File: src/hw/rtl/dcpc_pkg.sv
`default_nettype none

package dcpc_pkg;

    // Register and counter widths
    localparam int CFG_W      = 12;
    localparam int COUNT_BITS = 12;
    localparam int CMP_W      = (COUNT_BITS > CFG_W) ? COUNT_BITS : CFG_W;
    localparam int N_TIMERS   = 6;
    localparam int CFG_IDX_W  = 3;

    localparam logic [COUNT_BITS-1:0] COUNT_MAX = '1;

    // Timer slots, also the configuration register indexes
    localparam int T_AVI   = 0;
    localparam int T_PVARP = 1;
    localparam int T_VRP   = 2;
    localparam int T_AEI   = 3;
    localparam int T_LRI   = 4;
    localparam int T_URI   = 5;

    // Interval lengths after reset, in ms
    localparam logic [CFG_W-1:0] LEN_RESET [N_TIMERS] = '{
        12'd300, 12'd50, 12'd150, 12'd800, 12'd950, 12'd900
    };

    typedef enum logic [2:0] {
        S_IDLE       = 3'd0,
        S_APULSE     = 3'd1,
        S_AVISTART   = 3'd2,
        S_STARTOTHER = 3'd3,
        S_STOPV      = 3'd4,
        S_STOPA      = 3'd5,
        S_VPULSE     = 3'd6,
        S_EXTEND     = 3'd7
    } dcpc_state_t;

    // Timer status after the tick phase of a step
    typedef struct packed {
        logic [N_TIMERS-1:0] expired;
        logic                a_win;
        logic                v_win;
    } dcpc_tstat_t;

    // Timer commands issued by the controller
    typedef struct packed {
        logic [N_TIMERS-1:0] start;
        logic [N_TIMERS-1:0] stop;
    } dcpc_tcmd_t;

    // One result item
    typedef struct packed {
        logic        atrial_pace;
        logic        ventricular_pace;
        dcpc_state_t fsm_state;
        logic        atrial_window_open;
        logic        ventricular_window_open;
    } dcpc_result_t;

endpackage

`default_nettype wire

File: src/hw/rtl/dcpc_if.sv
`default_nettype none

// Input item channel
interface dcpc_in_if import dcpc_pkg::*; ();
    logic valid;
    logic ready;
    logic atrial_sense;
    logic ventricular_sense;
    logic ms_tick;

    modport source (output valid, atrial_sense, ventricular_sense, ms_tick, input ready);
    modport sink   (input valid, atrial_sense, ventricular_sense, ms_tick, output ready);
endinterface

// Result item channel
interface dcpc_out_if import dcpc_pkg::*; ();
    logic       valid;
    logic       ready;
    logic       atrial_pace;
    logic       ventricular_pace;
    logic [2:0] fsm_state;
    logic       atrial_window_open;
    logic       ventricular_window_open;

    modport source (output valid, atrial_pace, ventricular_pace, fsm_state,
                    atrial_window_open, ventricular_window_open, input ready);
    modport sink   (input valid, atrial_pace, ventricular_pace, fsm_state,
                    atrial_window_open, ventricular_window_open, output ready);
endinterface

// Configuration write channel
interface dcpc_cfg_if import dcpc_pkg::*; ();
    logic                 valid;
    logic                 ready;
    logic [CFG_IDX_W-1:0] index;
    logic [CFG_W-1:0]     data;

    modport source (output valid, index, data, input ready);
    modport sink   (input valid, index, data, output ready);
endinterface

`default_nettype wire

File: src/hw/rtl/dual_chamber_pacing_controller.sv
// Dual-chamber pacing timing controller.
// item:   one transaction per controller step, carrying atrial_sense,
//         ventricular_sense and ms_tick (one millisecond elapsed).
// result: one transaction per item, carrying the pace flags, the controller
//         state and both sensing windows as they stand after the step.
// cfg:    writes the six interval lengths in ms (index 0 AVI, 1 PVARP,
//         2 VRP, 3 AEI, 4 LRI, 5 URI); always ready, indexes 6 and 7 are
//         dropped. Write only while no result is outstanding.
// Timing: the timer tick and one controller transition are evaluated in
//         the cycle an item is accepted; the result is registered in the
//         output stage. One item per cycle is sustained if results are taken.
// Stall:  a two-entry output stage (output register plus skid) keeps item
//         ready high while one result waits; item ready drops only when both
//         entries are full, and no result is lost or repeated.
// Reset:  rst_n clears the controller to idle with first-beat set, both
//         windows open, all timers stopped (URI marked expired) and the
//         interval lengths at 300/50/150/800/950/900 ms.
`default_nettype none

module dual_chamber_pacing_controller import dcpc_pkg::*;
(
    input  wire logic  clk,
    input  wire logic  rst_n,
    dcpc_in_if.sink    item,
    dcpc_out_if.source result,
    dcpc_cfg_if.sink   cfg
);

    logic         accept;
    logic         push_ready;
    dcpc_tstat_t  stat;
    dcpc_tcmd_t   cmd;
    dcpc_state_t  state_next;
    logic         ap_next, vp_next;
    logic         a_win_final, v_win_final;
    dcpc_result_t res;

    assign item.ready = push_ready;
    assign accept     = item.valid && push_ready;

    dcpc_timers u_timers (
        .clk         (clk),
        .rst_n       (rst_n),
        .cfg         (cfg),
        .accept      (accept),
        .tick        (item.ms_tick),
        .cmd         (cmd),
        .stat        (stat),
        .a_win_final (a_win_final),
        .v_win_final (v_win_final)
    );

    dcpc_ctrl u_ctrl (
        .clk               (clk),
        .rst_n             (rst_n),
        .accept            (accept),
        .atrial_sense      (item.atrial_sense),
        .ventricular_sense (item.ventricular_sense),
        .stat              (stat),
        .cmd               (cmd),
        .state_next        (state_next),
        .ap_next           (ap_next),
        .vp_next           (vp_next)
    );

    // Result of this step
    assign res.atrial_pace             = ap_next;
    assign res.ventricular_pace        = vp_next;
    assign res.fsm_state               = state_next;
    assign res.atrial_window_open      = a_win_final;
    assign res.ventricular_window_open = v_win_final;

    dcpc_outq u_outq (
        .clk        (clk),
        .rst_n      (rst_n),
        .push       (accept),
        .push_data  (res),
        .push_ready (push_ready),
        .result     (result)
    );

endmodule

`default_nettype wire

File: src/hw/rtl/dcpc_timers.sv
`default_nettype none

module dcpc_timers import dcpc_pkg::*;
(
    input  wire logic        clk,
    input  wire logic        rst_n,
    dcpc_cfg_if.sink         cfg,
    input  wire logic        accept,
    input  wire logic        tick,
    input  wire dcpc_tcmd_t  cmd,
    output dcpc_tstat_t      stat,
    output logic             a_win_final,
    output logic             v_win_final
);

    logic [CFG_W-1:0]      len_reg [N_TIMERS];
    logic [COUNT_BITS-1:0] cnt_reg [N_TIMERS];
    logic [COUNT_BITS-1:0] cnt_next [N_TIMERS];
    logic [COUNT_BITS-1:0] cnt_tick [N_TIMERS];
    logic [N_TIMERS-1:0]   running_reg, running_next, running_tick;
    logic [N_TIMERS-1:0]   expired_reg, expired_next, expired_tick;
    logic [N_TIMERS-1:0]   fire;
    logic                  a_win_reg, v_win_reg;

    assign cfg.ready = 1'b1;

    // Interval length registers; indexes past the list are dropped
    always_ff @(posedge clk or negedge rst_n)
    begin
        if (!rst_n)
        begin
            for (int i = 0; i < N_TIMERS; i++)
                len_reg[i] <= LEN_RESET[i];
        end
        else if (cfg.valid && (int'(cfg.index) < N_TIMERS))
        begin
            len_reg[cfg.index] <= cfg.data;
        end
    end

    // Tick phase, then start and stop commands, each timer on its own
    always_comb
    begin
        logic [COUNT_BITS-1:0] inc;
        logic [CMP_W-1:0]      len_eff;
        for (int t = 0; t < N_TIMERS; t++)
        begin
            inc      = (cnt_reg[t] == COUNT_MAX) ? cnt_reg[t] : cnt_reg[t] + 1'b1;
            len_eff  = (CMP_W'(len_reg[t]) > CMP_W'(COUNT_MAX)) ?
                       CMP_W'(COUNT_MAX) : CMP_W'(len_reg[t]);
            fire[t]  = tick && running_reg[t] && (CMP_W'(inc) >= len_eff);

            cnt_tick[t]     = cnt_reg[t];
            running_tick[t] = running_reg[t];
            expired_tick[t] = expired_reg[t];
            if (fire[t])
            begin
                cnt_tick[t]     = '0;
                running_tick[t] = 1'b0;
                expired_tick[t] = 1'b1;
            end
            else if (tick && running_reg[t])
            begin
                cnt_tick[t] = inc;
            end

            cnt_next[t]     = cnt_tick[t];
            running_next[t] = running_tick[t];
            expired_next[t] = expired_tick[t];
            if (cmd.start[t] && !running_tick[t])
            begin
                cnt_next[t]     = '0;
                running_next[t] = 1'b1;
                expired_next[t] = 1'b0;
            end
            else if (cmd.stop[t] && running_tick[t])
            begin
                running_next[t] = 1'b0;
                expired_next[t] = 1'b1;
            end
        end
    end

    // Refractory expiry reopens a window, a refractory start closes it
    assign stat.expired = expired_tick;
    assign stat.a_win   = a_win_reg | fire[T_PVARP];
    assign stat.v_win   = v_win_reg | fire[T_VRP];
    assign a_win_final  = stat.a_win & ~(cmd.start[T_PVARP] & ~running_tick[T_PVARP]);
    assign v_win_final  = stat.v_win & ~(cmd.start[T_VRP] & ~running_tick[T_VRP]);

    always_ff @(posedge clk or negedge rst_n)
    begin
        if (!rst_n)
        begin
            for (int i = 0; i < N_TIMERS; i++)
                cnt_reg[i] <= '0;
            running_reg <= '0;
            expired_reg <= N_TIMERS'(1) << T_URI;
            a_win_reg   <= 1'b1;
            v_win_reg   <= 1'b1;
        end
        else if (accept)
        begin
            for (int i = 0; i < N_TIMERS; i++)
                cnt_reg[i] <= cnt_next[i];
            running_reg <= running_next;
            expired_reg <= expired_next;
            a_win_reg   <= a_win_final;
            v_win_reg   <= v_win_final;
        end
    end

    // A timer is never running and expired at once
    assert property (@(posedge clk) disable iff (!rst_n)
        (running_reg & expired_reg) == '0)
        else $error("timer both running and expired");

endmodule

`default_nettype wire

File: src/hw/rtl/dcpc_ctrl.sv
`default_nettype none

module dcpc_ctrl import dcpc_pkg::*;
(
    input  wire logic        clk,
    input  wire logic        rst_n,
    input  wire logic        accept,
    input  wire logic        atrial_sense,
    input  wire logic        ventricular_sense,
    input  wire dcpc_tstat_t stat,
    output dcpc_tcmd_t       cmd,
    output dcpc_state_t      state_next,
    output logic             ap_next,
    output logic             vp_next
);

    dcpc_state_t state_reg;
    logic        first_beat_reg, first_beat_next;
    logic        asl_reg, asl_next;
    logic        vsl_reg, vsl_next;
    logic        ap_reg, vp_reg;

    logic as_i, vs_i, aw, vw, avi_exp, uri_exp, lri_exp, aei_exp;
    logic a_go, v_go;

    assign as_i    = atrial_sense;
    assign vs_i    = ventricular_sense;
    assign aw      = stat.a_win;
    assign vw      = stat.v_win;
    assign avi_exp = stat.expired[T_AVI];
    assign uri_exp = stat.expired[T_URI];
    assign lri_exp = stat.expired[T_LRI];
    assign aei_exp = stat.expired[T_AEI];

    // Idle: atrial event wins over a pending ventricular one
    assign a_go = aw && ((as_i && first_beat_reg) || ap_reg || asl_reg);
    assign v_go = vw && !first_beat_reg && (vp_reg || vsl_reg);

    // Next state
    always_comb
    begin
        state_next = state_reg;
        unique case (state_reg)
            S_IDLE:
            begin
                if (a_go)
                    state_next = S_AVISTART;
                else if (v_go)
                    state_next = S_STARTOTHER;
            end
            S_APULSE:
            begin
                if (vw)
                begin
                    priority if (first_beat_reg)
                    begin
                        if (avi_exp != vs_i)
                            state_next = S_STOPV;
                    end
                    else if (!uri_exp)
                    begin
                        if (avi_exp)
                            state_next = S_EXTEND;
                    end
                    else if (lri_exp || (avi_exp != vs_i))
                    begin
                        state_next = S_STOPV;
                    end
                    else
                    begin
                        // still waiting on the AV interval or a sensed beat
                    end
                end
            end
            S_EXTEND:
            begin
                if (vw && uri_exp)
                    state_next = S_STOPV;
            end
            S_AVISTART:   state_next = S_APULSE;
            S_STARTOTHER: state_next = S_VPULSE;
            S_STOPV:      state_next = S_IDLE;
            S_STOPA:      state_next = S_IDLE;
            S_VPULSE:
            begin
                if (aw && (aei_exp ? !as_i : as_i))
                    state_next = S_STOPA;
            end
        endcase
    end

    // Flags, latches and timer commands
    always_comb
    begin
        first_beat_next = first_beat_reg;
        asl_next        = asl_reg;
        vsl_next        = vsl_reg;
        ap_next         = ap_reg;
        vp_next         = vp_reg;
        cmd             = '0;
        unique case (state_reg)
            S_IDLE:
            begin
                if (a_go)
                begin
                    if (!(as_i && first_beat_reg))
                    begin
                        ap_next  = 1'b0;
                        asl_next = 1'b0;
                    end
                end
                else if (v_go)
                begin
                    vp_next  = 1'b0;
                    vsl_next = 1'b0;
                end
            end
            S_APULSE:
            begin
                if (vw)
                begin
                    priority if (first_beat_reg)
                    begin
                        if (avi_exp && !vs_i)
                        begin
                            first_beat_next = 1'b0;
                            vp_next         = 1'b1;
                        end
                        else if (!avi_exp && vs_i)
                        begin
                            first_beat_next = 1'b0;
                            vsl_next        = 1'b1;
                        end
                    end
                    else if (!uri_exp)
                    begin
                        // AV extension, nothing latched here
                    end
                    else if (lri_exp || (avi_exp && !vs_i))
                    begin
                        vp_next = 1'b1;
                    end
                    else if (!avi_exp && vs_i)
                    begin
                        vsl_next = 1'b1;
                    end
                    else
                    begin
                        // nothing to latch yet
                    end
                end
            end
            S_EXTEND:
            begin
                if (vw && uri_exp)
                begin
                    if (vs_i)
                        vsl_next = 1'b1;
                    else
                        vp_next = 1'b1;
                end
            end
            S_AVISTART:
            begin
                cmd.start[T_AVI] = 1'b1;
            end
            S_STARTOTHER:
            begin
                cmd.start[T_AEI]   = 1'b1;
                cmd.start[T_URI]   = 1'b1;
                cmd.start[T_LRI]   = 1'b1;
                cmd.start[T_VRP]   = 1'b1;
                cmd.start[T_PVARP] = 1'b1;
            end
            S_STOPV:
            begin
                cmd.stop[T_AVI] = 1'b1;
                cmd.stop[T_AEI] = 1'b1;
                cmd.stop[T_URI] = 1'b1;
                cmd.stop[T_LRI] = 1'b1;
            end
            S_STOPA:
            begin
                cmd.stop[T_AEI] = 1'b1;
            end
            S_VPULSE:
            begin
                if (aw)
                begin
                    if (aei_exp && !as_i)
                        ap_next = 1'b1;
                    else if (!aei_exp && as_i)
                        asl_next = 1'b1;
                end
            end
        endcase
    end

    always_ff @(posedge clk or negedge rst_n)
    begin
        if (!rst_n)
        begin
            state_reg      <= S_IDLE;
            first_beat_reg <= 1'b1;
            asl_reg        <= 1'b0;
            vsl_reg        <= 1'b0;
            ap_reg         <= 1'b0;
            vp_reg         <= 1'b0;
        end
        else if (accept)
        begin
            state_reg      <= state_next;
            first_beat_reg <= first_beat_next;
            asl_reg        <= asl_next;
            vsl_reg        <= vsl_next;
            ap_reg         <= ap_next;
            vp_reg         <= vp_next;
        end
    end

    // Timer start state always hands over to the atrial pulse state
    assert property (@(posedge clk) disable iff (!rst_n)
        (accept && state_reg == S_AVISTART) |=> (state_reg == S_APULSE))
        else $error("AVI start did not advance");

    // First beat is only ever cleared
    assert property (@(posedge clk) disable iff (!rst_n)
        !$rose(first_beat_reg))
        else $error("first beat flag set again");

endmodule

`default_nettype wire

File: src/hw/rtl/dcpc_outq.sv
`default_nettype none

module dcpc_outq import dcpc_pkg::*;
(
    input  wire logic         clk,
    input  wire logic         rst_n,
    input  wire logic         push,
    input  wire dcpc_result_t push_data,
    output logic              push_ready,
    dcpc_out_if.source        result
);

    logic         out_valid_reg, skid_valid_reg;
    dcpc_result_t out_data_reg, skid_data_reg;
    logic         pop;

    assign pop        = out_valid_reg && result.ready;
    assign push_ready = !skid_valid_reg;

    // Valid flags
    always_ff @(posedge clk or negedge rst_n)
    begin
        if (!rst_n)
        begin
            out_valid_reg  <= 1'b0;
            skid_valid_reg <= 1'b0;
        end
        else if (skid_valid_reg)
        begin
            if (pop)
                skid_valid_reg <= 1'b0;
        end
        else if (push)
        begin
            if (out_valid_reg && !pop)
                skid_valid_reg <= 1'b1;
            else
                out_valid_reg <= 1'b1;
        end
        else if (pop)
        begin
            out_valid_reg <= 1'b0;
        end
    end

    // Payload, no reset needed
    always_ff @(posedge clk)
    begin
        if (skid_valid_reg)
        begin
            if (pop)
                out_data_reg <= skid_data_reg;
        end
        else if (push)
        begin
            if (out_valid_reg && !pop)
                skid_data_reg <= push_data;
            else
                out_data_reg <= push_data;
        end
    end

    assign result.valid                   = out_valid_reg;
    assign result.atrial_pace             = out_data_reg.atrial_pace;
    assign result.ventricular_pace        = out_data_reg.ventricular_pace;
    assign result.fsm_state               = out_data_reg.fsm_state;
    assign result.atrial_window_open      = out_data_reg.atrial_window_open;
    assign result.ventricular_window_open = out_data_reg.ventricular_window_open;

    // The skid stage only fills behind a waiting result
    assert property (@(posedge clk) disable iff (!rst_n)
        skid_valid_reg |-> out_valid_reg)
        else $error("skid holds data with empty output stage");

endmodule

`default_nettype wire
File: src/flat_wrapper.sv
// flat-port wrapper written by rule: the top's interface ports become plain ports
module dual_chamber_pacing_controller_flat import dcpc_pkg::*;
  (clk, rst_n, item_valid, item_atrial_sense, item_ventricular_sense, item_ms_tick, item_ready, result_valid, result_atrial_pace, result_ventricular_pace, result_fsm_state, result_atrial_window_open, result_ventricular_window_open, result_ready, cfg_valid, cfg_index, cfg_data, cfg_ready);
  dcpc_in_if item_i ();
  dcpc_out_if result_i ();
  dcpc_cfg_if cfg_i ();
  input  wire logic clk;
  input  wire logic rst_n;
  input wire logic [$bits(item_i.valid)-1:0] item_valid;
  input wire logic [$bits(item_i.atrial_sense)-1:0] item_atrial_sense;
  input wire logic [$bits(item_i.ventricular_sense)-1:0] item_ventricular_sense;
  input wire logic [$bits(item_i.ms_tick)-1:0] item_ms_tick;
  output wire logic [$bits(item_i.ready)-1:0] item_ready;
  output wire logic [$bits(result_i.valid)-1:0] result_valid;
  output wire logic [$bits(result_i.atrial_pace)-1:0] result_atrial_pace;
  output wire logic [$bits(result_i.ventricular_pace)-1:0] result_ventricular_pace;
  output wire logic [$bits(result_i.fsm_state)-1:0] result_fsm_state;
  output wire logic [$bits(result_i.atrial_window_open)-1:0] result_atrial_window_open;
  output wire logic [$bits(result_i.ventricular_window_open)-1:0] result_ventricular_window_open;
  input wire logic [$bits(result_i.ready)-1:0] result_ready;
  input wire logic [$bits(cfg_i.valid)-1:0] cfg_valid;
  input wire logic [$bits(cfg_i.index)-1:0] cfg_index;
  input wire logic [$bits(cfg_i.data)-1:0] cfg_data;
  output wire logic [$bits(cfg_i.ready)-1:0] cfg_ready;
  assign item_i.valid = item_valid;
  assign item_i.atrial_sense = item_atrial_sense;
  assign item_i.ventricular_sense = item_ventricular_sense;
  assign item_i.ms_tick = item_ms_tick;
  assign item_ready = item_i.ready;
  assign result_valid = result_i.valid;
  assign result_atrial_pace = result_i.atrial_pace;
  assign result_ventricular_pace = result_i.ventricular_pace;
  assign result_fsm_state = result_i.fsm_state;
  assign result_atrial_window_open = result_i.atrial_window_open;
  assign result_ventricular_window_open = result_i.ventricular_window_open;
  assign result_i.ready = result_ready;
  assign cfg_i.valid = cfg_valid;
  assign cfg_i.index = cfg_index;
  assign cfg_i.data = cfg_data;
  assign cfg_ready = cfg_i.ready;
  dual_chamber_pacing_controller u_core (.clk(clk), .rst_n(rst_n), .item(item_i), .result(result_i), .cfg(cfg_i));
endmodule
File: config.mk
export PLATFORM = sky130hd
export DESIGN_NAME = dual_chamber_pacing_controller_flat
export DESIGN_NICKNAME = d
export VERILOG_FILES = /design/src/hw/rtl/dcpc_pkg.sv /design/src/hw/rtl/dcpc_if.sv /design/src/hw/rtl/dual_chamber_pacing_controller.sv /design/src/hw/rtl/dcpc_timers.sv /design/src/hw/rtl/dcpc_ctrl.sv /design/src/hw/rtl/dcpc_outq.sv /design/src/flat_wrapper.sv
export SDC_FILE = /design/constraint.sdc
export NUM_CORES = 1
export LEC_CHECK = 0
export ABC_AREA = 0
export BUFFER_PORTS_ARGS = -buffer_cell sky130_fd_sc_hd__buf_2
export CORE_UTILIZATION = 45
export CTS_BUF_LIST = sky130_fd_sc_hd__clkbuf_8
export CTS_CLUSTER_DIAMETER = 80
export DETAILED_ROUTE_END_ITERATION = 10
export GPL_TIMING_DRIVEN = 0
export PLACE_DENSITY = 0.69
export SLEW_MARGIN = 20
export SYNTH_ARGS = -nofsm -noshare
export SYNTH_HDL_FRONTEND = slang
export SYNTH_SLANG_ARGS = --single-unit
File: constraint.sdc
create_clock -name clk -period 5.4 [get_ports clk]
set_input_delay 0.27 -clock clk [delete_from_list [all_inputs] [get_ports clk]]
set_output_delay 0.27 -clock clk [all_outputs]
set_load 0.01 [all_outputs]
; After elaboration in Yosys (flattened, before gate mapping)
; Cells that the tools add are included.
[totals]
ff_bits = 180
input_bits = 23
out_inout_bits = 10
elab_cells = 300
[classes]
add_sub_neg = 6
n_lt_le_gt_ge = 15
eq_ne = 30
muxes = 124
bitwise = 12
n_reduce_logical = 79
[ops]
columns = cell, count
row1 = 2-to-1 mux 12 bit, 31
row2 = adder 12 x 1 -> 12 bit (second input constant), 6
row3 = bitwise mux 72 bit, 1
row4 = equality test 12 bit (second input constant), 6
row5 = >= comparator 12 bit, 6
row6 = > comparator 12 bit (second input constant), 6
row7 = 2-to-1 mux 1 bit, 70
row8 = logical AND 1 bit, 37
row9 = demux 12 bit (select 3 bit), 1
row10 = 2-to-1 mux 3 bit, 10
row11 = 2-to-1 mux 7 bit, 4
row12 = inequality test 2 bit (second input constant), 12
row13 = case mux 3 bit (7 select lines), 1
row14 = nonzero test 3 bit, 7
row15 = zero test 1 bit, 13
row16 = equality test 3 bit (second input constant), 4
row17 = AND reduction 2 bit, 6
row18 = AND reduction 3 bit, 4
row19 = AND reduction 10 bit, 1
row20 = inequality test 3 bit (second input constant), 3
row21 = AND reduction 7 bit, 1
row22 = equality test 3 x 2 -> 1 bit (second input constant), 2
row23 = case mux 1 bit (3 select lines), 2
row24 = nonzero test 2 bit, 3
row25 = 16 further kinds, 29

; Longest topological paths before layout
[logic_depth]
word_depth = 15
mapped_depth = 19
depth_no_buf = 19

; Modules after synthesis
; A second synthesis with hierarchy kept.
[hier_totals]
hier_cells = 1198
hier_area_um2 = 11348.4
[by_module_without_submodules]
columns = module, n_inst, cells_per_inst, area_per_inst_um2, seq_area_each_um2
row1 = dcpc_timers, 1, 1050, 9829.4, 3988.8
row2 = dcpc_ctrl, 1, 114, 869.6, 201.4
row3 = dcpc_outq, 1, 33, 643.1, 470.5
row4 = dual_chamber_pacing_controller, 1, 1, 6.3, 0.0

; Least setup slack after synthesis
; Ideal clock, no wire load.
[synth_timing]
path_kind = reg-to-reg
startpoint = register u_core.u_timers.cnt_reg[26] (netlist name)
endpoint = register u_core.u_outq.out_data_reg (netlist bit u_core.u_outq.result.fsm_state[1]) (data pin)
setup_time_ns = 0.268
arrival_time_ns = 4.120
required_time_ns = 5.132
slack_ns = 1.012
stages_incl_launch_ff = 20
path_buffers = 0
period_less_slack_ns = 4.388
path_cell_list = dfrtp_1 -> and4_1 -> nand4_1 -> nor2_1 -> nand4_2 -> nand4_1 -> xnor2_1 -> ha_1 -> a21o_1 -> a21o_1 -> a2111oi_0 -> o21a_1 -> o21ai_0 -> and2_1 -> nor2_1 -> ha_1 -> or3_1 -> o221ai_1 -> a2bb2oi_1 -> o31ai_1
[synth_between]
elab_chain_len = 12
elab_cells_between_ends = 13
cone_classes = add/sub (1) / order compare (1) / eq/ne (1) / mux (8) / reduce/logical (2)
[synth_lines]
columns = element, line_no
row1 = "start, declared", dcpc_timers.sv:17  ; logic [COUNT_BITS-1:0] cnt_reg [N_TIMERS];
row2 = "start signal, assigned by index", dcpc_timers.sv:105  ; cnt_reg[i] <= cnt_next[i];
row3 = adder 12 x 1 -> 12 bit / equality test 12 bit (equally long branches), dcpc_timers.sv:48  ; inc = (cnt_reg[t] == COUNT_MAX) ? cnt_reg[t] : cnt_reg[t] + 1'b1;
row4 = 2-to-1 mux 12 bit *, dcpc_timers.sv:48
row5 = >= comparator 12 bit *, dcpc_timers.sv:51  ; fire[t] = tick && running_reg[t] && (CMP_W'(inc) >= len_eff);
row6 = logical AND 1 bit *, dcpc_timers.sv:51
row7 = 2-to-1 mux 1 bit *, dcpc_timers.sv:56  ; if (fire[t])
row8 = 2-to-1 mux 1 bit *, dcpc_ctrl.sv:86  ; if (aw && (aei_exp ? !as_i : as_i))
row9 = logical AND 1 bit *, dcpc_ctrl.sv:86
row10 = 2-to-1 mux 3 bit *, dcpc_ctrl.sv:86
row11 = case mux 3 bit (7 select lines) *, dcpc_ctrl.sv:43  ; unique case (state_reg)
row12 = 2-to-1 mux 7 bit *, dcpc_outq.sv:56  ; if (out_valid_reg && !pop)
row13 = 2-to-1 mux 7 bit *, dcpc_outq.sv:54  ; else if (push)
row14 = 2-to-1 mux 7 bit *, dcpc_outq.sv:49  ; if (skid_valid_reg)
row15 = "end signal, assigned", dcpc_outq.sv:52  ; out_data_reg <= skid_data_reg;
row16 = "end signal, assigned", dcpc_outq.sv:59  ; out_data_reg <= push_data;
row17 = "end, declared", dcpc_outq.sv:14  ; dcpc_result_t out_data_reg, skid_data_reg;
; Mark *: on every way between the ends. The rest lies on a longest branch, timed or not. The select of a mux whose other input is x is not followed.
; A chain may end at the register's enable or synchronous reset.

; Worst setup path in the final report
[layout_timing]
startpoint = register u_core.u_timers.cnt_reg[27] (netlist name)
endpoint = register u_core.u_outq.out_data_reg (netlist bit u_core.u_outq.result.fsm_state[1]) (data pin)
; The elaborated chain is that of the path after synthesis.

==> results.py <==
metrics = {
    "timing": {
        "slew_viol_final": 0,
        "period_share_pct": 94.56,
        "final_hold_viol_count": 0,
        "worst_pin_slew_ns": 1.005,
        "setup_violations": 0,
        "period_needed_ns": 5.106,
        "whs_ns": 0.1158,
        "slew-limit-headroom_pct": 32.06,
        "skew_ns": 0.01124,
        "fmax_ghz": 0.1958,
    },
    "setup_path": {
        "r2r-end": "u_core.u_outq.result.fsm_state[1]",
        "path_cells": "and4_1, nand4_1, nor2_4, nand4_4, nand4_1, xnor2_1, ha_1, a21o_1, a21o_1, a2111oi_2, o21a_1, o21ai_0, and2_1, nor2_1, ha_1, or3_1, o221ai_1, a2bb2oi_2, o31ai_1",
        "cp_num_buf_inv": 0,
        "cp.arrival_ns": 5.32,
        "cp-startpoint": "u_core.u_timers.cnt_reg[27]",
        "reg2regPathDepth": 19,
        "crit_slowest_cell": "dfrtp_1",
        "cp_top_family": "simple AND/OR/NAND/NOR gates",
        "worst_setup_path_end_kind": "flip-flop",
        "crit_type": "reg -> reg",
        "critPathRequiredTime_ns": 5.61,
        "crit-reg2reg-launch": "u_core.u_timers.cnt_reg[27]",
        "max_stage_delay_ns": 0.45,
        "path_max_fanout": 10,
        "ff2ff_setup_slack_ns": 0.29,
        "path_depth": 19,
        "cp-endpoint": "u_core.u_outq.result.fsm_state[1]",
        "startpoint_type": "flip-flop",
    },
    "synth": {
        "synth_fp_nets": 1308,
        "syn_area_per_cell_um2": 9.148,
        "ys_ff_latch": 180,
        "synth_edf_count": 14,
        "synth_cell_types": 76,
        "synth_warnings": 0,
        "netlist_instances": 1203,
        "seq_area_frac_synth_pct": 41.89,
        "synth.cell_area_mm2": 0.01101,
        "synth_ff_type": "dfrtp_1",
        "async_flop_share_pct": 92.22,
    },
    "routing": {
        "first_pass_iters": 5,
        "via_per_inst": 5.569,
        "drc_errors": 0,
        "postRouteAntennaNets": 0,
        "post_drt_wl_per_cell_um": 16.49,
        "drt-initial-drc-count": 486,
        "wirelength_um": 26180,
        "vias": 8844,
    },
    "layout": {
        "drive_gt1_share_pct": 12.14,
        "nFillCells": 2208,
        "final_nets": 1361,
        "area_delta_synth_final_pct": 9.049,
        "layoutNonFillerInstCount": 1588,
        "antenna_cells": 0,
    },
    "pwr": {
        "powerDensity_mw_per_mm2": 259.9,
        "leakage_nw": 5.496,
        "power_mw": 3.119,
        "ir_drop_mv": 0.2270,
    },
    "grt": {
        "grt_pass1_wl_um": 43040,
        "antenna_found_initial": 0,
        "grt_usage_pct": 22.15,
        "grt_pass1_vias": 8269,
        "grt.overflow.total": 0,
        "grt_max_degree": 88,
    },
    "clocking": {
        "cts.htree.levels": 4,
        "cts_buffers": 17,
        "cts.sinks": 180,
        "clk_pin_slew_worst_paths_ns": 0.10,
        "clk_latency_ns": 0.48,
        "clockRootBuffer": "clkbuf_8",
        "tritoncts": "yes",
        "clockBufferDepth": 2,
    },
    "min_path": {
        "hp-class": "in -> reg",
        "hp-start": "cfg_data[1]",
    },
    "outcome": {
        "status": "complete, no violations",
    },
    "die": {
        "die_area_mm2": 0.02509,
        "placementRows": 56,
        "die_w_um": 158.4,
        "die_h_um": 158.4,
        "fp.coreArea_mm2": 0.02375,
        "start_util_pct": 46.33,
        "ios": 33,
    },
    "placed_design": {
        "portBuffers": 31,
        "dp.cells": 1554,
        "dp_hpwl_um": 19080,
        "globalplace.congestion": 0.9225,
    },
    "run": {
        "drv_cap": 0,
    },
}
## final cells by class
cell class	count	area, um2	share of cell area, %
Clock buffer	17	234.0	1.950
Multi-Input combinational cell	877	5881	49.00
Clock inverter	15	110.1	0.9174
Buffer	50	193.9	1.616
Timing Repair Buffer	34	212.7	1.772
Sequential cell	180	4611	38.42
Inverter	96	360.3	3.003
Tap cell	319	399.1	3.326
## power by group
part | switching [mW] | total, mW | internal [mW]
Clock | 0.522 | 0.842 | 0.320
Combinational | 0.390 | 0.643 | 0.253
Sequential | 0.0726 | 1.63 | 1.56
## routing by layer
metal	track usage, %	vias to the layer above	share of wire, %
met5	0	-	0
met4	6.090	0	1.4
met3	3.566	25	3.7
met2	34.06	161	46
met1	32.10	4280	49
li1	-	4378	-
## through the flow
step | cell area [um2] | setup slack (ns) | utilization (%) | setup TNS [ns]
final | 12000 | 0.2939 | 50.53 | 0
after global routing | 12000 | -0.0005338 | 50.53 | -0.0005338
after CTS | 11960 | 0.08426 | 50.36 | 0
after detailed placement | 11600 | 0.1249 | 48.83 | 0
after global placement | 11560 | 0.1991 | 48.67 | 0
after floorplan | 11010 | 1.012 | - | 0
## worst min-delay path by stage
stage,endpoint,slack (ns),cells past startpoint
final,u_core.u_timers.len_reg[37],0.12,3
after floorplan,u_core.u_ctrl.ap_reg,-0.03,0
after global placement,u_core.u_outq.skid_valid_reg,0.46,2
after detailed placement,u_core.u_timers.len_reg[50],0.31,1
after global routing,u_core.u_outq.skid_valid_reg,0.10,3
after CTS,u_core.u_outq.skid_valid_reg,0.1,3
## cell families (layout without fill, tap and decap cells)
logic type,Yosys count,count (layout),synth area share [%]
DFF,180,180,41.89
AOI/OAI and AO/OA,318,318,18.80
muxes,43,43,4.354
buffers and inverters,146,212,5.036
other,1,1,0.03407
adders and majority gates,82,82,9.322
xor gates and xnor gates,45,45,3.581
and+or+nand+nor,388,388,16.97
## worst reg2reg max path: cells and delay by family, from the launching register on
family / cells / cell delay, ns
simple gates: 8 / 1.91
fa+ha+maj: 2 / 0.55
flops: 1 / 0.45
xor+xnor: 1 / 0.17
compound gates: 8 / 1.77
## synth_stat cells, types with 3 or more instances
library cell / n / area share (%)
nand2_1: 150 / 5.1
dfrtp_1: 137 / 31
o21ai_0: 103 / 4.7
inv_1: 95 / 3.2
ha_1: 82 / 9.3
nor2_1: 81 / 2.8
a21oi_1: 63 / 2.9
clkbuf_1: 45 / 1.5
a22o_1: 44 / 3.5
mux2_2: 39 / 4.0
nand3_1: 36 / 1.6
dfstp_2: 29 / 6.9
xnor2_1: 29 / 2.3
nand4_1: 21 / 1.2
and2_1: 17 / 0.97
a31oi_1: 16 / 0.91
xor2_1: 16 / 1.3
a21o_1: 15 / 1.0
edfxtp_1: 14 / 3.8
nor3_1: 13 / 0.59
o31ai_1: 12 / 0.82
and3_1: 10 / 0.57
nand2b_1: 10 / 0.57
nor2b_1: 9 / 0.51
or3_1: 9 / 0.51
and4_1: 8 / 0.64
a211oi_1: 7 / 0.48
o21a_1: 7 / 0.48
o211ai_1: 5 / 0.34
or2_2: 5 / 0.28
mux2i_1: 4 / 0.36
nor3b_1: 4 / 0.27
o21ai_1: 4 / 0.18
a2111oi_0: 3 / 0.24
a21boi_0: 3 / 0.20
o21bai_1: 3 / 0.20
o221ai_1: 3 / 0.24
o31a_1: 3 / 0.24
## cell usage in the layout, fill, tap and decap left out, types with 5 or more instances in the layout
| cell type | n |
|---|---|
| nand2_1 | 150 |
| dfrtp_1 | 137 |
| o21ai_0 | 103 |
| inv_1 | 96 |
| ha_1 | 82 |
| nor2_1 | 80 |
| a21oi_1 | 63 |
| clkbuf_1 | 45 |
| a22o_1 | 44 |
| mux2_2 | 39 |
| nand3_1 | 36 |
| buf_2 | 32 |
| xnor2_1 | 29 |
| dfstp_2 | 29 |
| nand4_1 | 21 |
| and2_1 | 17 |
| clkbuf_8 | 17 |
| xor2_1 | 16 |
| a31oi_1 | 16 |
| a21o_1 | 15 |
| edfxtp_1 | 14 |
| nor3_1 | 12 |
| o31ai_1 | 12 |
| and3_1 | 10 |
| nand2b_1 | 10 |
| or3_1 | 9 |
| nor2b_1 | 9 |
| and4_1 | 8 |
| o21a_1 | 7 |
| a211oi_1 | 7 |
| clkinvlp_4 | 6 |
| or2_2 | 5 |
| o211ai_1 | 5 |
## timing repair
item / CTS / global route
hold buffers: 2 / 0
buffers inserted: 0 / 0
hold endpoints to repair: 72 / 0
endpoints found under the setup margin: 0 / 4
gates resized for setup: 0 / 7
No activity file was read; power rests on OpenSTA's default activity.
